**config.mk**
```make
export PLATFORM = sky130hd
export DESIGN_NAME = i2c_master_transaction_sequencer_unit
export DESIGN_NICKNAME = d
export VERILOG_FILES = /design/src/rtl/i2cms_pkg.sv /design/src/rtl/i2cms_fifo.sv /design/src/rtl/i2cms_front.sv /design/src/rtl/i2cms_back.sv /design/src/rtl/i2c_master_transaction_sequencer_unit.sv
export SDC_FILE = /design/constraint.sdc
export NUM_CORES = 1
export LEC_CHECK = 0
export ABC_AREA = 1
export BUFFER_PORTS_ARGS = -buffer_cell sky130_fd_sc_hd__buf_2
export CORE_MARGIN = 2
export CORE_UTILIZATION = 45
export DETAILED_ROUTE_END_ITERATION = 16
export GPL_TIMING_DRIVEN = 0
export PLACE_DENSITY = 0.61
export SYNTH_ARGS = -nofsm -noshare
export SYNTH_HDL_FRONTEND = slang
export SYNTH_SLANG_ARGS = --single-unit
```
**constraint.sdc**
```tcl
create_clock -name clock -period 8.9 [get_ports clock]
set_input_delay 2.67 -clock clock [delete_from_list [all_inputs] [get_ports clock]]
set_output_delay 2.67 -clock clock [all_outputs]
set_load 0.01 [all_outputs]
```
**src/rtl/i2cms_pkg.sv**
```systemverilog
// Shared types and constants for the I2C master transaction sequencer.
`timescale 1ns / 1ps

package i2cms_pkg;

   // Command codes on the request channel
   localparam logic [2:0] CMD_LOAD  = 3'd0;
   localparam logic [2:0] CMD_START = 3'd1;
   localparam logic [2:0] CMD_EVENT = 3'd2;
   localparam logic [2:0] CMD_TICK  = 3'd3;
   localparam logic [2:0] CMD_READ  = 3'd4;

   // Bus interface status codes (after masking)
   localparam logic [7:0] STATUS_MASK     = 8'hF8;
   localparam logic [7:0] STS_BUS_ERROR   = 8'h00;
   localparam logic [7:0] STS_START       = 8'h08;
   localparam logic [7:0] STS_RESTART     = 8'h10;
   localparam logic [7:0] STS_ADDR_W_ACK  = 8'h18;
   localparam logic [7:0] STS_ADDR_W_NACK = 8'h20;
   localparam logic [7:0] STS_DATA_W_ACK  = 8'h28;
   localparam logic [7:0] STS_DATA_W_NACK = 8'h30;
   localparam logic [7:0] STS_ARB_LOST    = 8'h38;
   localparam logic [7:0] STS_ADDR_R_ACK  = 8'h40;
   localparam logic [7:0] STS_ADDR_R_NACK = 8'h48;
   localparam logic [7:0] STS_DATA_R_ACK  = 8'h50;
   localparam logic [7:0] STS_DATA_R_NACK = 8'h58;
   localparam logic [7:0] STS_NO_INFO     = 8'hF8;

   // Read/write bit of the address byte
   localparam logic [7:0] ADDR_READ_BIT = 8'h01;

   // Outcome codes
   localparam logic [2:0] OUT_NONE    = 3'd0;
   localparam logic [2:0] OUT_SUCCESS = 3'd1;
   localparam logic [2:0] OUT_FAIL    = 3'd2;
   localparam logic [2:0] OUT_TIMEOUT = 3'd3;
   localparam logic [2:0] OUT_REJECT  = 3'd4;

   // Acknowledge mode codes
   localparam logic [1:0] ACK_KEEP = 2'd0;
   localparam logic [1:0] ACK_ACK  = 2'd1;
   localparam logic [1:0] ACK_NACK = 2'd2;

   // Counter saturation value
   localparam logic [5:0] COUNT_MAX = 6'd63;

   // Timeout register reset value
   localparam logic [15:0] TIMEOUT_RESET = 16'd100;

   // Queue depths and the response queue level width
   localparam int MID_DEPTH  = 2;
   localparam int OUT_DEPTH  = 4;
   localparam int OUT_LVL_W  = $clog2(OUT_DEPTH + 1);

   // Request transaction
   typedef struct packed {
      logic [2:0] cmd;
      logic [4:0] buf_index;
      logic [7:0] load_byte;
      logic [7:0] slave_address;
      logic [5:0] write_length;
      logic [5:0] read_length;
      logic [7:0] status_code;
      logic [7:0] rx_byte;
   } req_type;

   // Response transaction
   typedef struct packed {
      logic       tx_valid;
      logic [7:0] tx_byte;
      logic       start_set;
      logic       start_clear;
      logic       stop_set;
      logic [1:0] ack_mode;
      logic       disable_interface;
      logic       rx_valid;
      logic [7:0] rx_data;
      logic       bus_busy;
      logic [2:0] outcome;
      logic [7:0] last_status;
   } rsp_type;

   // Classified operation
   typedef enum logic [2:0] {
      OP_NONE,
      OP_LOAD,
      OP_START,
      OP_EVENT,
      OP_TICK,
      OP_READ
   } op_type;

   // Classified command handed from front to back
   typedef struct packed {
      op_type     op;
      logic       idx_ok;
      logic [4:0] idx;
      logic [7:0] load_byte;
      logic [7:0] address;
      logic [5:0] write_len;
      logic [5:0] read_len;
      logic [7:0] status;
      logic [7:0] rx_byte;
   } cmd_type;

endpackage

```
**src/rtl/i2cms_fifo.sv**
```systemverilog
// Small register-based FIFO used for the command and response queues.
`timescale 1ns / 1ps

module i2cms_fifo #(
   parameter int WIDTH = 8,
   parameter int DEPTH = 2
) (
   input  logic                           clock,
   input  logic                           reset,
   input  logic                           push,
   input  logic [WIDTH-1:0]               push_data,
   input  logic                           pop,
   output logic [WIDTH-1:0]               pop_data,
   output logic                           full,
   output logic                           empty,
   output logic [$clog2(DEPTH+1)-1:0]     level
);

   localparam int PW = (DEPTH > 1) ? $clog2(DEPTH) : 1;
   localparam int LW = $clog2(DEPTH + 1);

   logic [WIDTH-1:0] mem_ff [DEPTH];
   logic [PW-1:0]    wr_ptr_ff, wr_ptr_in;
   logic [PW-1:0]    rd_ptr_ff, rd_ptr_in;
   logic [LW-1:0]    level_ff, level_in;
   logic             do_push, do_pop;

   assign full     = (level_ff == LW'(DEPTH));
   assign empty    = (level_ff == '0);
   assign level    = level_ff;
   assign pop_data = mem_ff[rd_ptr_ff];
   assign do_push  = push && !full;
   assign do_pop   = pop && !empty;

   // Pointer and level update
   always_comb begin
      wr_ptr_in = wr_ptr_ff;
      rd_ptr_in = rd_ptr_ff;
      if (do_push) begin
         wr_ptr_in = (wr_ptr_ff == PW'(DEPTH - 1)) ? '0 : wr_ptr_ff + 1'b1;
      end
      if (do_pop) begin
         rd_ptr_in = (rd_ptr_ff == PW'(DEPTH - 1)) ? '0 : rd_ptr_ff + 1'b1;
      end
      level_in = level_ff + LW'(do_push) - LW'(do_pop);
   end

   always_ff @(posedge clock) begin
      if (reset) begin
         wr_ptr_ff <= '0;
         rd_ptr_ff <= '0;
         level_ff  <= '0;
      end else begin
         wr_ptr_ff <= wr_ptr_in;
         rd_ptr_ff <= rd_ptr_in;
         level_ff  <= level_in;
      end
   end

   // Storage
   always_ff @(posedge clock) begin
      if (do_push) begin
         mem_ff[wr_ptr_ff] <= push_data;
      end
   end

endmodule

```
**src/rtl/i2cms_front.sv**
```systemverilog
// Front end: decodes and classifies request transactions for the back end.
`timescale 1ns / 1ps

module i2cms_front #(
   parameter int BUF_DEPTH = 32
) (
   input  i2cms_pkg::req_type req,
   output i2cms_pkg::cmd_type cmd
);

   logic [5:0] wl, rl;
   logic [7:0] addr;

   // Clamp lengths to the buffer depth
   always_comb begin
      wl = ({3'b0, req.write_length} > 9'(BUF_DEPTH)) ? 6'(BUF_DEPTH) : req.write_length;
      rl = ({3'b0, req.read_length} > 9'(BUF_DEPTH)) ? 6'(BUF_DEPTH) : req.read_length;
      // read-only transaction starts with the read bit set
      if (wl == 6'd0 && rl != 6'd0) begin
         addr = req.slave_address | i2cms_pkg::ADDR_READ_BIT;
      end else begin
         addr = req.slave_address & ~i2cms_pkg::ADDR_READ_BIT;
      end
   end

   // Command decode
   always_comb begin
      cmd.idx       = req.buf_index;
      cmd.idx_ok    = ({4'b0, req.buf_index} < 9'(BUF_DEPTH));
      cmd.load_byte = req.load_byte;
      cmd.address   = addr;
      cmd.write_len = wl;
      cmd.read_len  = rl;
      cmd.status    = req.status_code & i2cms_pkg::STATUS_MASK;
      cmd.rx_byte   = req.rx_byte;
      unique case (req.cmd)
         i2cms_pkg::CMD_LOAD:  cmd.op = i2cms_pkg::OP_LOAD;
         i2cms_pkg::CMD_START: cmd.op = i2cms_pkg::OP_START;
         i2cms_pkg::CMD_EVENT: cmd.op = i2cms_pkg::OP_EVENT;
         i2cms_pkg::CMD_TICK:  cmd.op = i2cms_pkg::OP_TICK;
         i2cms_pkg::CMD_READ:  cmd.op = i2cms_pkg::OP_READ;
         default:              cmd.op = i2cms_pkg::OP_NONE;
      endcase
   end

endmodule

```
**src/rtl/i2cms_back.sv**
```systemverilog
// Back end: transaction state, data buffer and response generation.
`timescale 1ns / 1ps

module i2cms_back #(
   parameter int BUF_DEPTH = 32
) (
   input  logic                               clock,
   input  logic                               reset,
   input  logic [15:0]                        timeout_ticks,
   input  logic                               cmd_valid,
   input  i2cms_pkg::cmd_type                 cmd,
   output logic                               cmd_pop,
   input  logic [i2cms_pkg::OUT_LVL_W-1:0]    out_level,
   output logic                               res_valid,
   output i2cms_pkg::rsp_type                 res
);

   localparam int AW = (BUF_DEPTH > 1) ? $clog2(BUF_DEPTH) : 1;

   // Transaction state
   logic [7:0]  address_ff,  address_in;
   logic [5:0]  send_lim_ff, send_lim_in;
   logic [5:0]  recv_lim_ff, recv_lim_in;
   logic [5:0]  count_ff,    count_in;
   logic        busy_ff,     busy_in;
   logic [7:0]  status_ff,   status_in;
   logic [15:0] ticks_ff,    ticks_in;

   // Buffer and its read port
   logic [7:0]  mem_ff [BUF_DEPTH];
   logic [7:0]  rd_ff;
   logic        rd_en, wr_en;
   logic [AW-1:0] rd_addr, wr_addr;
   logic [7:0]  wr_data;

   // Response stage
   logic               s2_valid_ff;
   i2cms_pkg::rsp_type s2_res_ff, s2_res_in;
   logic               tx_rd_ff, tx_rd_in;
   logic               rx_rd_ff, rx_rd_in;

   logic        fire;
   logic        count_in_buf;
   logic [8:0]  count_w, idx_w;

   // Issue when the response queue has room for everything in flight
   assign fire    = cmd_valid &&
                    (({1'b0, out_level} + 4'(s2_valid_ff)) < 4'(i2cms_pkg::OUT_DEPTH));
   assign cmd_pop = fire;

   assign count_w      = {3'b0, count_ff};
   assign idx_w        = {4'b0, cmd.idx};
   assign count_in_buf = (count_w < 9'(BUF_DEPTH));

   // Execute one command
   always_comb begin
      address_in  = address_ff;
      send_lim_in = send_lim_ff;
      recv_lim_in = recv_lim_ff;
      count_in    = count_ff;
      busy_in     = busy_ff;
      status_in   = status_ff;
      ticks_in    = ticks_ff;
      rd_en       = 1'b0;
      rd_addr     = '0;
      wr_en       = 1'b0;
      wr_addr     = count_w[AW-1:0];
      wr_data     = cmd.rx_byte;
      tx_rd_in    = 1'b0;
      rx_rd_in    = 1'b0;
      s2_res_in   = '0;

      unique case (cmd.op)
         i2cms_pkg::OP_LOAD: begin
            wr_addr = idx_w[AW-1:0];
            wr_data = cmd.load_byte;
            wr_en   = cmd.idx_ok;
         end

         i2cms_pkg::OP_START: begin
            if (busy_ff) begin
               s2_res_in.outcome = i2cms_pkg::OUT_REJECT;
            end else begin
               address_in  = cmd.address;
               send_lim_in = cmd.write_len;
               recv_lim_in = cmd.read_len;
               count_in    = 6'd0;
               busy_in     = 1'b1;
               ticks_in    = timeout_ticks;
               s2_res_in.start_set = 1'b1;
            end
         end

         i2cms_pkg::OP_EVENT: begin
            if (busy_ff) begin
               status_in = cmd.status;
               unique case (cmd.status) inside
                  i2cms_pkg::STS_BUS_ERROR: begin
                     s2_res_in.stop_set = 1'b1;
                     s2_res_in.ack_mode = i2cms_pkg::ACK_ACK;
                     s2_res_in.outcome  = i2cms_pkg::OUT_FAIL;
                     busy_in = 1'b0;
                  end
                  i2cms_pkg::STS_START, i2cms_pkg::STS_RESTART: begin
                     s2_res_in.tx_valid = 1'b1;
                     s2_res_in.tx_byte  = address_ff;
                  end
                  i2cms_pkg::STS_ADDR_W_ACK, i2cms_pkg::STS_DATA_W_ACK: begin
                     if (count_ff < send_lim_ff) begin
                        // next write byte from the buffer
                        s2_res_in.tx_valid    = 1'b1;
                        s2_res_in.start_clear = 1'b1;
                        rd_en    = count_in_buf;
                        rd_addr  = count_w[AW-1:0];
                        tx_rd_in = count_in_buf;
                        count_in = count_ff + 6'd1;
                     end else if (recv_lim_ff == 6'd0) begin
                        s2_res_in.start_clear = 1'b1;
                        s2_res_in.stop_set    = 1'b1;
                        s2_res_in.outcome     = i2cms_pkg::OUT_SUCCESS;
                        busy_in = 1'b0;
                     end else begin
                        // repeated start into the read phase
                        address_in = address_ff | i2cms_pkg::ADDR_READ_BIT;
                        count_in   = 6'd0;
                        s2_res_in.start_set = 1'b1;
                     end
                  end
                  i2cms_pkg::STS_DATA_R_NACK: begin
                     wr_en = count_in_buf;
                     count_in = (count_ff != i2cms_pkg::COUNT_MAX) ? count_ff + 6'd1 : count_ff;
                     s2_res_in.rx_valid    = 1'b1;
                     s2_res_in.rx_data     = cmd.rx_byte;
                     s2_res_in.start_clear = 1'b1;
                     s2_res_in.stop_set    = 1'b1;
                     s2_res_in.outcome     = i2cms_pkg::OUT_SUCCESS;
                     busy_in = 1'b0;
                  end
                  i2cms_pkg::STS_ADDR_W_NACK, i2cms_pkg::STS_DATA_W_NACK,
                  i2cms_pkg::STS_ADDR_R_NACK: begin
                     s2_res_in.start_clear = 1'b1;
                     s2_res_in.stop_set    = 1'b1;
                     s2_res_in.outcome     = i2cms_pkg::OUT_FAIL;
                     busy_in = 1'b0;
                  end
                  i2cms_pkg::STS_ARB_LOST: begin
                     s2_res_in.start_set = 1'b1;
                  end
                  i2cms_pkg::STS_DATA_R_ACK, i2cms_pkg::STS_ADDR_R_ACK: begin
                     if (cmd.status == i2cms_pkg::STS_DATA_R_ACK) begin
                        wr_en = count_in_buf;
                        count_in = (count_ff != i2cms_pkg::COUNT_MAX) ?
                                   count_ff + 6'd1 : count_ff;
                        s2_res_in.rx_valid = 1'b1;
                        s2_res_in.rx_data  = cmd.rx_byte;
                     end
                     // acknowledge unless the next byte is the last
                     s2_res_in.start_clear = 1'b1;
                     s2_res_in.ack_mode =
                        (({1'b0, count_in} + 7'd1) < {1'b0, recv_lim_ff}) ?
                        i2cms_pkg::ACK_ACK : i2cms_pkg::ACK_NACK;
                  end
                  i2cms_pkg::STS_NO_INFO: begin
                  end
                  default: begin
                     s2_res_in.disable_interface = 1'b1;
                     s2_res_in.outcome           = i2cms_pkg::OUT_FAIL;
                     busy_in = 1'b0;
                  end
               endcase
            end
         end

         i2cms_pkg::OP_TICK: begin
            if (busy_ff) begin
               if (ticks_ff == 16'd0) begin
                  s2_res_in.disable_interface = 1'b1;
                  s2_res_in.outcome           = i2cms_pkg::OUT_TIMEOUT;
                  busy_in = 1'b0;
               end else begin
                  ticks_in = ticks_ff - 16'd1;
               end
            end
         end

         i2cms_pkg::OP_READ: begin
            s2_res_in.rx_valid = 1'b1;
            rd_en    = cmd.idx_ok;
            rd_addr  = idx_w[AW-1:0];
            rx_rd_in = cmd.idx_ok;
         end

         default: begin
         end
      endcase

      s2_res_in.bus_busy    = busy_in;
      s2_res_in.last_status = status_in;
   end

   // Control state
   always_ff @(posedge clock) begin
      if (reset) begin
         address_ff  <= '0;
         send_lim_ff <= '0;
         recv_lim_ff <= '0;
         count_ff    <= '0;
         busy_ff     <= 1'b0;
         status_ff   <= '0;
         ticks_ff    <= '0;
         s2_valid_ff <= 1'b0;
      end else begin
         s2_valid_ff <= fire;
         if (fire) begin
            address_ff  <= address_in;
            send_lim_ff <= send_lim_in;
            recv_lim_ff <= recv_lim_in;
            count_ff    <= count_in;
            busy_ff     <= busy_in;
            status_ff   <= status_in;
            ticks_ff    <= ticks_in;
         end
      end
   end

   // Buffer memory and response payload
   always_ff @(posedge clock) begin
      if (fire) begin
         s2_res_ff <= s2_res_in;
         tx_rd_ff  <= tx_rd_in;
         rx_rd_ff  <= rx_rd_in;
         if (wr_en) begin
            mem_ff[wr_addr] <= wr_data;
         end
         if (rd_en) begin
            rd_ff <= mem_ff[rd_addr];
         end
      end
   end

   // Merge buffer read data into the response
   always_comb begin
      res = s2_res_ff;
      if (tx_rd_ff) begin
         res.tx_byte = rd_ff;
      end
      if (rx_rd_ff) begin
         res.rx_data = rd_ff;
      end
   end

   assign res_valid = s2_valid_ff;

endmodule

```
**src/rtl/i2c_master_transaction_sequencer_unit.sv**
```systemverilog
// Top level of the I2C master transaction sequencer.
`timescale 1ns / 1ps
//
// Request channel (req_): a queue input. A transaction is taken when req_push
// is high and req_full is low. It carries a load, start, bus status event,
// tick or buffer read command; every transaction yields exactly one response.
// Response channel (rsp_): a queue output. The oldest response is shown while
// rsp_empty is low and is taken when rsp_pop is high.
// CSR port (csr_): APB-style; word 0 holds timeout_ticks (reset 100). Write
// only while no transaction is in flight.
// A request passes through the command queue, the registered response stage
// (which also holds the buffer read data) and the response queue.
// Throughput: one transaction per cycle while the response queue has room;
// the buffer has one read and one write port.
// A stalled receiver fills the four-entry response queue, the back end then
// holds, and the two-entry command queue raises req_full.
// Reset clears the transaction state and both queues and returns timeout_ticks
// to 100; buffer contents are undefined until written.
//
module i2c_master_transaction_sequencer_unit #(
   parameter int BUF_DEPTH = 32
) (
   input  logic               clock,
   input  logic               reset,
   input  logic               req_push,
   output logic               req_full,
   input  i2cms_pkg::req_type req_item,
   output logic               rsp_empty,
   input  logic               rsp_pop,
   output i2cms_pkg::rsp_type rsp_item,
   input  logic               csr_psel,
   input  logic               csr_penable,
   input  logic               csr_pwrite,
   input  logic [2:0]         csr_paddr,
   input  logic [31:0]        csr_pwdata,
   output logic [31:0]        csr_prdata,
   output logic               csr_pready
);

   localparam int CMD_W = $bits(i2cms_pkg::cmd_type);
   localparam int RSP_W = $bits(i2cms_pkg::rsp_type);

   logic [15:0]                      timeout_ff;
   i2cms_pkg::cmd_type               front_cmd, back_cmd;
   logic [CMD_W-1:0]                 back_cmd_bits;
   logic                             mid_empty, back_pop;
   logic                             res_valid;
   i2cms_pkg::rsp_type               back_res;
   logic [RSP_W-1:0]                 out_bits;
   logic [i2cms_pkg::OUT_LVL_W-1:0]  out_level;
   logic                             csr_write;

   // CSR access
   assign csr_pready = 1'b1;
   assign csr_write  = csr_psel && csr_penable && csr_pwrite;
   assign csr_prdata = csr_paddr[2] ? 32'd0 : {16'd0, timeout_ff};

   always_ff @(posedge clock) begin
      if (reset) begin
         timeout_ff <= i2cms_pkg::TIMEOUT_RESET;
      end else if (csr_write && !csr_paddr[2]) begin
         timeout_ff <= csr_pwdata[15:0];
      end
   end

   // Front end: classify
   i2cms_front #(.BUF_DEPTH(BUF_DEPTH)) u_front (
      .req (req_item),
      .cmd (front_cmd)
   );

   // Command queue between front and back
   i2cms_fifo #(.WIDTH(CMD_W), .DEPTH(i2cms_pkg::MID_DEPTH)) u_cmd_q (
      .clock     (clock),
      .reset     (reset),
      .push      (req_push),
      .push_data (front_cmd),
      .pop       (back_pop),
      .pop_data  (back_cmd_bits),
      .full      (req_full),
      .empty     (mid_empty),
      .level     ()
   );

   assign back_cmd = i2cms_pkg::cmd_type'(back_cmd_bits);

   // Back end: execute
   i2cms_back #(.BUF_DEPTH(BUF_DEPTH)) u_back (
      .clock         (clock),
      .reset         (reset),
      .timeout_ticks (timeout_ff),
      .cmd_valid     (!mid_empty),
      .cmd           (back_cmd),
      .cmd_pop       (back_pop),
      .out_level     (out_level),
      .res_valid     (res_valid),
      .res           (back_res)
   );

   // Response queue
   i2cms_fifo #(.WIDTH(RSP_W), .DEPTH(i2cms_pkg::OUT_DEPTH)) u_rsp_q (
      .clock     (clock),
      .reset     (reset),
      .push      (res_valid),
      .push_data (back_res),
      .pop       (rsp_pop),
      .pop_data  (out_bits),
      .full      (),
      .empty     (rsp_empty),
      .level     (out_level)
   );

   assign rsp_item = i2cms_pkg::rsp_type'(out_bits);

endmodule

```
==> reports/results.ini <==
[global_routing]
track_usage_pct=22.3
grt_max_degree=46
antenna_found_initial=0
grt-ovfl-total=0
grt_pass1_vias=18200
grt_pass1_wl_um=107000

[sta]
slew_viol_final=0
tns_ns=0
rsz0062_at_grt=no
hold_violations=0
finalCritPeriodShare_pct=69.8
maxSlewHeadroom_pct=27.6
max_slew.worst_pin.slew_ns=1.08
min_period_ns=6.21
fmax_mhz=161
finalClockSkew_ns=0.0198
setup_violations=0

[synth]
synth.top_cell.area_share_pct=60.3
ys_types=51
synth_xor_area_share_pct=0.517
synth_edf_count=544
synth.cell_area_um2=27100
synth_mux_area_share_pct=1.07
synthAdderAreaFrac_pct=1.09
synth_simple_gate_area_share_pct=17.5
synthArstFlopShare_pct=0
synth_compound_area_share_pct=6.95
yosys.area.top_type=edfxtp_1
avgSynthCellArea_um2=10.7
synth_top_family_by_area=simple AND/OR/NAND/NOR gates
synth_most_common_cell=edfxtp_1
synthTopCellsByArea=edfxtp_1, nand2_1, dfxtp_1
synthesis.instances=2524
seq_area_frac_synth_pct=66.3
ys_ff_latch=626
synth_common_cells=edfxtp_1, nand2_1, nand3_1
synth_flop_cell=edfxtp_1
ys_warn_count=0

[cts]
numCtsBuffers=61
postCtsHoldBufs=0
insertion_delay_ns=0.65
clock_sinks=626
clock_path_buffers=3
htreeDepth=2
cts_setup_buffers=0
path_clk_slew_ns=0.06
cts_resized=0
cts_tree=built
cts_root_buf=clkbuf_16

[drt]
drc=0
final_antenna_net_count=0
vias=19000
routed_wl_um=69700
top_layer=met4
drt-wirelength-per-cell_um=19.6
route.met2.wl_um=30200
dr.pass1.iters=5
dr_wl_met3_um=5390
drtIter0Drc=1852
vias_per_cell=5.34
route.layer.met1.wl_um=32500

[floorplanning]
initial_utilization_pct=45.7
rows=89
die_h_um=249
die_x_um=249
ioPinCount=165
core_area_um2=59200
die_area_um2=62200

[final_layout]
diodes=0
nets=2855
area_growth_pct=15.4
final_cells=3564
drive_gt1_share_pct=14.0

[critical_path]
r2r-start=u_rsp_q.level[1]
critPathKind=input pin to primary output
r2r_slack_ns=4.97
cp-end-kind=primary output
reg2reg_to=u_back.mem_ff[1][3]
critPathMaxFanout=10
cp.required_ns=6.23
worst-r2r-cell-count=9
worstPathArrival_ns=3.54
cp-start-kind=input pin

[place]
hpwl_um=49300
placed_cells=3448
gp_congestion=0.899
portBuffers=123

[worst_hold_path]
hold-path-endpoint=u_back.status_ff[0]
whs_path_depth=2
min_from=u_back.status_ff[0]
hp-class=flop to flop

[power]
ir_worst_vdd_mv=0.201
power_density_nw_per_um2=299
p_leak_uw=0.0120

[run]
max-cap-violations=0

[outcome]
status=finished, final reports clean

critical path, cell delays in order:
cell and delay [ns]:
clkbuf_1 0.25, clkbuf_1 0.37, nor2_1 0.09, buf_2 0.16
how the worst max path moves through the flow:
| stage | end | from | depth (start not counted) |
|---|---|---|---|
| 2_1_floorplan | csr_prdata[10] | csr_paddr[2] | 3 |
| 3_3_place_gp | u_cmd_q.mem_ff[1][4] | req_push | 3 |
| 3_5_place_dp | csr_prdata[14] | csr_paddr[2] | 4 |
| 4_1_cts | csr_prdata[13] | csr_paddr[2] | 4 |
| 5_1_grt | csr_prdata[6] | csr_paddr[2] | 4 |
| 6_report | csr_prdata[11] | csr_paddr[2] | 4 |
metrics by stage:
step                      hold slack, ns  setup WS [ns]  util, %  power [uW]  instance area (um2)
after floorplan                    0.425           2.94        -        5560                27200
after global placement             0.432           1.98     48.5        6550                28700
after detailed placement           0.436           2.70     49.2        6700                29200
after CTS                          0.446           2.69     52.8        9380                31300
after global routing               0.472           2.58     52.8        9810                31300
final                              0.446           2.69     52.8        9350                31300
metal layers:
layer	vias to the layer above	GRT usage [%]
met3	100	4.13
met1	9193	33.5
met4	0	5.65
met2	679	33.3
met5	-	0
li1	9070	-
state kept, by name (all words and copies together), names as in the netlist, 2 cells and up, named ones only:
signal              flops
u_back.mem_ff         256
u_rsp_q.mem_ff        144
u_cmd_q.mem_ff         98
u_back.res             20
timeout_ff             16
u_back.s2_res_ff       16
u_back.ticks_ff        16
u_back.address_ff       8
u_back.rd_ff            8
u_back.status_ff        8
u_back.count_ff         6
u_back.recv_lim_ff      6
u_back.send_lim_ff      6
u_rsp_q.level           3
u_cmd_q.level           2
u_rsp_q.rd_ptr_ff       2
u_rsp_q.wr_ptr_ff       2
final cells by class:
cell class | count | area (um2)
flip-flops and latches | 626 | 18000
repair buffers | 136 | 908
clock buffers | 70 | 1570
plain buffers | 142 | 731
fillers | 5254 | 28000
clock inverters | 46 | 533
inverters | 276 | 1040
multi-input cells | 1495 | 7540
well taps | 773 | 967
cells in the final DEF (no fill, tap or decap), types with 8 or more instances in the layout:
cell,Yosys,routed
edfxtp_1,544,544
nand2_1,455,455
nand3_1,284,284
inv_1,264,263
nor2_1,240,234
o21ai_0,170,162
buf_2,35,158
dfxtp_1,82,82
clkbuf_1,61,69
a21oi_1,61,61
clkbuf_16,0,61
o22ai_1,37,37
nand3b_1,35,35
buf_4,33,33
a31oi_1,23,23
ha_1,22,22
nor3_1,18,18
conb_1,2,17
clkinv_2,0,17
mux2_2,16,16
o211ai_1,14,14
or2_2,13,13
xor2_1,13,13
nor2_4,6,12
inv_2,10,11
mux2i_1,11,11
buf_1,9,9
bufinv_16,0,9
nand2_2,8,8
nand4_1,8,8
clkinv_1,2,8
o21ai_4,1,8
clkinvlp_4,0,8
kinds of logic after synthesis:
| kind of cell | Yosys count |
|---|---|
| adders and majority gates | 23 |
| DFF | 626 |
| buffers and inverters | 418 |
| other | 2 |
| and+or+nand+nor | 1078 |
| muxes | 27 |
| xor gates and xnor gates | 16 |
| AOI/OAI and AO/OA | 334 |
where the power goes:
group	total (uW)	internal (uW)	leakage (uW)	switching, uW
registers	3930	3790	0.00565	142
clock network	2690	1540	0.00102	1150
logic	2730	805	0.00538	1920
(Power assumes the default switching activity.)
